### src/rtl/sbe_pkg.sv
// Package for the stack bytecode executor.
// Holds the stack size, opcode and error codes, and the cell control types.
// No dependencies.
`timescale 1ns / 1ps

package sbe_pkg;

	// Stack geometry
	localparam int STACK_DEPTH = 128;
	localparam int DEPTH_W     = $clog2(STACK_DEPTH + 1);
	localparam int DATA_W      = 64;

	// Instruction opcodes
	localparam logic [2:0] BC_PUSH  = 3'd0;
	localparam logic [2:0] BC_PRINT = 3'd1;
	localparam logic [2:0] BC_READ  = 3'd2;
	localparam logic [2:0] BC_IADD  = 3'd3;
	localparam logic [2:0] BC_STOP  = 3'd4;

	// Error codes reported with each result
	localparam logic [2:0] ERR_NONE        = 3'd0;
	localparam logic [2:0] ERR_NO_READ     = 3'd1;
	localparam logic [2:0] ERR_ADD_UNDER   = 3'd2;
	localparam logic [2:0] ERR_PRINT_UNDER = 3'd3;
	localparam logic [2:0] ERR_OVERFLOW    = 3'd4;

	// What a stack cell loads on a clock edge
	typedef enum logic [1:0] {
		CELL_HOLD,
		CELL_TAKE_UP,
		CELL_TAKE_DOWN
	} cell_cmd_t;

	// Commands broadcast to the cell row: the top cell has its own
	typedef struct packed {
		cell_cmd_t top_cmd;
		cell_cmd_t rest_cmd;
	} cell_ctrl_t;

endpackage

### src/rtl/sbe_cell.sv
// One entry of the stack, built as a cell of a shifting row.
// Depends on sbe_pkg for the data width and the cell command type.
`timescale 1ns / 1ps

module sbe_cell
	import sbe_pkg::*;
(
	input  logic              clk,
	input  cell_cmd_t         cmd,
	input  logic [DATA_W-1:0] up_data,
	input  logic [DATA_W-1:0] down_data,
	output logic [DATA_W-1:0] value
);

	logic [DATA_W-1:0] value_q;

	// Take the neighbor toward the top on a push, the one below on a pop.
	always_ff @(posedge clk) begin
		case (cmd)
			CELL_TAKE_UP:   value_q <= up_data;
			CELL_TAKE_DOWN: value_q <= down_data;
			CELL_HOLD:      value_q <= value_q;
			default:        value_q <= value_q;
		endcase
	end

	assign value = value_q;

endmodule

### config.mk
export PLATFORM = sky130hd
export DESIGN_NAME = sbe_cell
export DESIGN_NICKNAME = d
export VERILOG_FILES = /design/src/rtl/sbe_pkg.sv /design/src/rtl/sbe_cell.sv
export SDC_FILE = /design/constraint.sdc
export NUM_CORES = 1
export LEC_CHECK = 0
export ABC_CLOCK_PERIOD_IN_PS = 3000
export BUFFER_PORTS_ARGS = -buffer_cell sky130_fd_sc_hd__buf_2
export CELL_PAD_IN_SITES_DETAIL_PLACEMENT = 1
export CELL_PAD_IN_SITES_GLOBAL_PLACEMENT = 1
export CORE_ASPECT_RATIO = 0.6
export CORE_MARGIN = 2
export CORE_UTILIZATION = 33
export DETAILED_ROUTE_END_ITERATION = 10
export PLACE_DENSITY_LB_ADDON = 0.2
export SYNTH_ARGS = -nofsm -noshare
export SYNTH_HDL_FRONTEND = slang
export SYNTH_SLANG_ARGS = --single-unit
### constraint.sdc
create_clock -name clk -period 3 [get_ports clk]
set_input_delay 0.3 -clock clk [delete_from_list [all_inputs] [get_ports clk]]
set_output_delay 0.3 -clock clk [all_outputs]
set_load 0.02 [all_outputs]
==> results.toml, run 1 <==
[worst_setup_path]
required_ns = 3.07
path_max_fanout = 22
end_kind = "flip-flop"
worstSetupPathType = "in -> reg"
worstPathArrival_ns = 1.61
cp-start-kind = "input port"

[synthesis]
yosys_warnings = 0
yosysSeqAreaShare_pct = 63.7
synth.cell_area_um2 = 3020
synth-seq-cells = 64
syn_nets = 270
synth_area_leaders = "edfxtp_1 64%, mux2_4 30%, buf_12 4.0%, mux2_2 1.5%, ha_1 0.41%"
syn_area_per_cell_um2 = 21.9
synth_top_area_share_pct = 63.7
synth_top_area_cell = "edfxtp_1"
syn_inst = 138
synth.distinct_cells = 7

[floorplan]
core-area_um2 = 8690
die_h_um = 78.1
dieWidth_um = 127
start_util_pct = 34.8
ios = 195
die-area_um2 = 9960
core.rowCount = 26

[routing]
first_pass_iters = 4
via_per_inst = 4.38
routed_wl_um = 7520
ant_nets = 0
drt-wirelength-per-cell_um = 16.5
drc = 0
vias = 1995
drtIter0Drc = 58

[place]
routabilityCongestion = 0.719
dp_hpwl_um = 5730
post-place-ws_ns = 1.09
port_buffers = 194

[global_routing]
grt_usage_pct = 15.3
grt_start_max_net_pins = 41
grt_use_met1_pct = 17.7
met2_usage_pct = 24.4
grt_overflow = 0
antenna_found_initial = 0
use_met3_pct = 7.43
grt_pass1_vias = 2096
grt_pass1_wl_um = 11200
grt_busiest_layer = "met2"

[clock_tree]
cts_buffers = 9
htree_levels = 3
cts_resized = 0
clock-sinks = 64
cts-root-buf = "clkbuf_16"
clock_path_buffers = 2
path_clk_slew_ns = 0.05
tritoncts = "built"
postCtsSetupBuffers = 0
ctsHoldBuffers = 0

[timing]
slew_viol_final = 0
maxSlewHeadroom_pct = 62.8
min_period_ns = 1.54
fin_ws_ns = 1.46
fmax_mhz = 651
hold_violations = 0
min_period_over_period_pct = 51.2
rsz0062_at_grt = "false"
finalSetupViolCount = 0
fin_setup_tns_ns = 0
tightest_slew_ns = 0.558

[layout]
n_antenna_cell = 0
fin_nets = 471
largest_reg_flops = 64
area_delta_synth_final_pct = 42.9
drive_above_1_share_pct = 79.9

[power_and_ir_drop]
ir_worst_vdd_mv = 0.293
pwr_density_cell_nw_per_um2 = 610
total_leakage_power_nw = 2.02

[job]
maxCapViolCount = 0

[min_path]
whs_path_depth = 2
holdPathEnd = "value[25]$_DFFE_PP_"
hold_start = "down_data[25]"
hold_class = "in -> reg"

[run_status]
status = "complete, no violations"
[placed cells by master (no fill, tap or decap)]
cell and count:
buf_2 194, edfxtp_1 64, mux2_4 60, clkbuf_16 9
mux2_2 4, clkinv_2 3, clkinv_1 3, buf_12 2
inv_1 1, inv_2 1, ha_4 1, clkbuf_1 1
buf_4 1
[layout make-up]
class                      instances  area [um^2]
fill                             919         4370
sequential                        64         1920
timing repair buffer             197         1020
multi-input combinational         65          971
clock buffer                      10          229
tap                              112          140
clock inverter                     6         26.3
inverter                           2         7.51
[worst max-delay path by stage]
stage	start	end	slack, ns	cells after the start
detailed placement	cmd[0]	value[45]$_DFFE_PP_	1.09	5
global placement	cmd[0]	value[48]$_DFFE_PP_	1.11	5
floorplan	cmd[0]	value[0]$_DFFE_PP_	0.73	3
global route	cmd[0]	value[11]$_DFFE_PP_	1.40	5
finish	cmd[0]	value[11]$_DFFE_PP_	1.46	5
CTS	cmd[0]	value[11]$_DFFE_PP_	1.45	5
[logic make-up after synthesis]
family,Yosys count,synth area share (%)
multiplexers,64,31.3
buffers and inverters,9,4.60
flip-flops,64,63.7
adder cells (fa/ha/maj),1,0.414
[cells in the mapped netlist]
library cell	n
buf_12	6
buf_6	1
mux2_2	4
edfxtp_1	64
ha_1	1
mux2_4	60
inv_1	2
[power breakdown]
group	total [W]	switching, W	internal, W
combinational	0.000570	0.000320	0.000250
clock	0.000890	0.000345	0.000544
sequential	0.00117	0.0000295	0.00114
[stage by stage]
step / power (W) / cell area [um^2] / hold WS, ns / cells / util (%)
2_1_floorplan: 0.00153 / 3020 / 0.517 / 138 / -
3_3_place_gp: 0.00176 / 4060 / 0.601 / 440 / 46.7
3_5_place_dp: 0.00177 / 4060 / 0.604 / 440 / 46.7
4_1_cts: 0.00268 / 4310 / 0.256 / 456 / 49.7
5_1_grt: 0.00275 / 4310 / 0.258 / 456 / 49.7
6_report: 0.00263 / 4310 / 0.272 / 456 / 49.7
[critical path, cell delays in order]
cell and delay (ns):
buf_2 0.10, inv_1 0.09, ha_4 0.40, buf_4 0.38
mux2_4 0.33
[layer usage]
layer	share of wire, %	up-vias
met5	0	-
met4	1.9	0
met3	12	13
met2	46	123
met1	39	919
li1	-	940
Power figures use the tool's default switching activity.
==> run 2, diff against run 1 <==
ABC_AREA = 1   (was not set)
ABC_CLOCK_PERIOD_IN_PS = 1400   (was 3000)
CORE_UTILIZATION = 26   (was 33)
clock period = 1.4 ns   (was 3 ns; I/O delays follow)
==> run 2 against run 1 <==
Worst hold slack got worse by 0.19 ns. Flip-flop and latch count unchanged. Non-clock buffer count increased by 3. Routed wire length increased by 14%. Cell count increased by 35%. Critical path type is now reg -> out. Final area decreased by 3.3%. Sequential share of layout area increased by 1.5 points. Die area increased by 16%. First-iteration DRC count increased by 5.2%. Clock power increased by 140%. Total power increased by 120%.
==> results.toml, run 2 <==
[run_status]
status = "complete, no violations"

[synthesis]
syn_nets = 405
synth-adder-area-share_pct = 0.449
synth_top_family_by_area = "simple AND/OR/NAND/NOR gates"
synth-seq-cells = 64
synthMuxAreaShare_pct = 0
yosysSeqAreaShare_pct = 69.0
synth_top_area_share_pct = 69.0
synth.most_common_cell = "nand2_1"
synth_area_leaders = "edfxtp_1 69%, nand2_1 26%, clkbuf_8 3.0%, buf_2 1.1%, ha_1 0.45%"
syn_area_per_cell_um2 = 10.2
yosys_warnings = 0
synthArstFlopShare_pct = 0
syn_inst = 273
synthTopCellsByCount = "192 x nand2_1, 64 x edfxtp_1, 6 x buf_2, 6 x clkbuf_8, 2 x inv_1"
synth_top_area_cell = "edfxtp_1"
synth_compound_area_share_pct = 0
synth.distinct_cells = 8
synth-simple-area-share_pct = 25.9
synth_xor_area_share_pct = 0
synth-edff-count = 64
synth.cell_area_um2 = 2790
ys.flop_type = "edfxtp_1"

[clock_tree]
path_clk_slew_ns = 0.05
htree_levels = 3
cts_resized = 0
tritoncts = "built"
postCtsSetupBuffers = 0
cts_buffers = 9
clock_path_buffers = 2
clock-sinks = 64
ctsHoldBuffers = 0
cts-root-buf = "clkbuf_16"

[power_and_ir_drop]
ir_worst_vdd_mv = 0.523
p_clk_share_pct = 36.5
pwr-share-comb_pct = 20.0
switching_share_pct = 27.1
power_frac_seq_pct = 43.5
pwr_density_cell_nw_per_um2 = 1380
p_int_w = 0.00420
total_leakage_power_nw = 2.13
power_switching_w = 0.00156

[floorplan]
die_h_um = 84.2
core.rowCount = 29
ios = 195
core-area_um2 = 10500
die-area_um2 = 11600
start_util_pct = 26.6
dieWidth_um = 138

[routing]
ant_nets = 0
first_pass_iters = 4
vias = 2542
drtIter0Drc = 61
routed_wl_um = 8540
drt-wirelength-per-cell_um = 13.9
via_per_inst = 4.13
drc = 0

[job]
maxCapViolCount = 0

[worst_setup_path]
startpoint = "value[2]$_DFFE_PP_"
worstPathArrival_ns = 0.87
crit_end = "value[2]"
path_max_fanout = 1
cp_slowest_stage_delay_ns = 0.37
end_kind = "output pin"
critPathBufInv = 1
required_ns = 1.26
path_cells = "buf_2"
worstSetupPathType = "reg -> out"
crit_family = "flip-flops"
crit_path_top_delay_cell = "edfxtp_1"
cp-start-kind = "flip-flop"
cp.depth = 1

[timing]
hold_violations = 0
tightest_slew_ns = 0.411
slew_viol_final = 0
maxSlewHeadroom_pct = 72.6
fin_setup_tns_ns = 0
fmax_mhz = 987
min_period_over_period_pct = 72.4
finalSetupViolCount = 0
min_period_ns = 1.01
rsz0062_at_grt = "false"

[global_routing]
grt_usage_pct = 14.6
grt_pass1_vias = 2524
antenna_found_initial = 1
grt_start_max_net_pins = 38
grt_overflow = 0
grt_pass1_wl_um = 12700

[layout]
fin_nets = 603
ff_latch_area_um2 = 1920
mostFrequentLayoutCell = "buf_2"
drive_above_1_share_pct = 45.4
largest_reg_flops = 64
area_delta_synth_final_pct = 49.8
n_antenna_cell = 0
layout_common_cells = "194 x buf_2, 192 x nand2_1, 64 x edfxtp_1"
fillers = 1287
fin_area_um2 = 4170
multi_input_area_um2 = 746

[place]
port_buffers = 194
placed_area_um2 = 3890
routabilityCongestion = 0.764
dp_hpwl_um = 6510

[min_path]
hold_class = "in -> reg"
whs_path_depth = 3
==> run 2: changes by cell type after synthesis <==
cell | previous run | this run
nand2_1 | 0 | 192
mux2_4 | 60 | 0
buf_12 | 6 | 0
buf_2 | 0 | 6
clkbuf_8 | 0 | 6
mux2_2 | 4 | 0
buf_4 | 0 | 1
buf_6 | 1 | 0
inv_2 | 0 | 1
==> run 2: worst min path at each step <==
stage / start / end / slack [ns]
floorplan: up_data[0] / value[0]$_DFFE_PP_ / 0.32
global placement: up_data[19] / value[19]$_DFFE_PP_ / 0.40
detailed placement: up_data[21] / value[21]$_DFFE_PP_ / 0.41
CTS: up_data[63] / value[63]$_DFFE_PP_ / 0.07
global route: down_data[30] / value[30]$_DFFE_PP_ / 0.08
finish: up_data[63] / value[63]$_DFFE_PP_ / 0.08
==> run 2: cell families (layout without fill, tap and decap cells) <==
kind of cell,Yosys count,in the layout
adders and majority gates,1,1
DFF,64,64
buffers and inverters,16,219
and+or+nand+nor,192,192
==> run 2: layout make-up <==
cell class	count	area share (%)
clock buffers	11	5.58
clock inverters	5	1.14
inverters	3	0.540
multi-input cells	193	17.9
flip-flops and latches	64	46.1
well taps	139	4.17
repair buffers	200	24.6
==> run 2: per-layer routing <==
| layer | part of all wire [%] | global-route usage [%] |
|---|---|---|
| met1 | 42 | 17.1 |
| met2 | 43 | 22.7 |
| met3 | 14 | 8.39 |
| met4 | 0.91 | 4.50 |
| met5 | 0.19 | 0 |
==> run 2: stage by stage <==
step                      power, W  hold WS, ns  utilization, %  cells  setup WS (ns)
after CTS                  0.00587       0.0661            39.8    615          0.343
after global placement     0.00370        0.405            37.1    599          0.115
after detailed placement   0.00372        0.411            37.1    599         0.0870
after floorplan            0.00318        0.319               -    273         -0.304
after global routing       0.00605       0.0771            39.8    615          0.326
final                      0.00577       0.0826            39.8    615          0.387
==> run 2: power by group through the flow <==
stage	sequential, W	clock, W	combinational [W]
final	0.00251	0.00210	0.00115
after floorplan	0.00293	0	0.000250
after detailed placement	0.00255	0	0.00117
after global placement	0.00254	0	0.00116
after global routing	0.00254	0.00225	0.00125
after CTS	0.00252	0.00218	0.00117
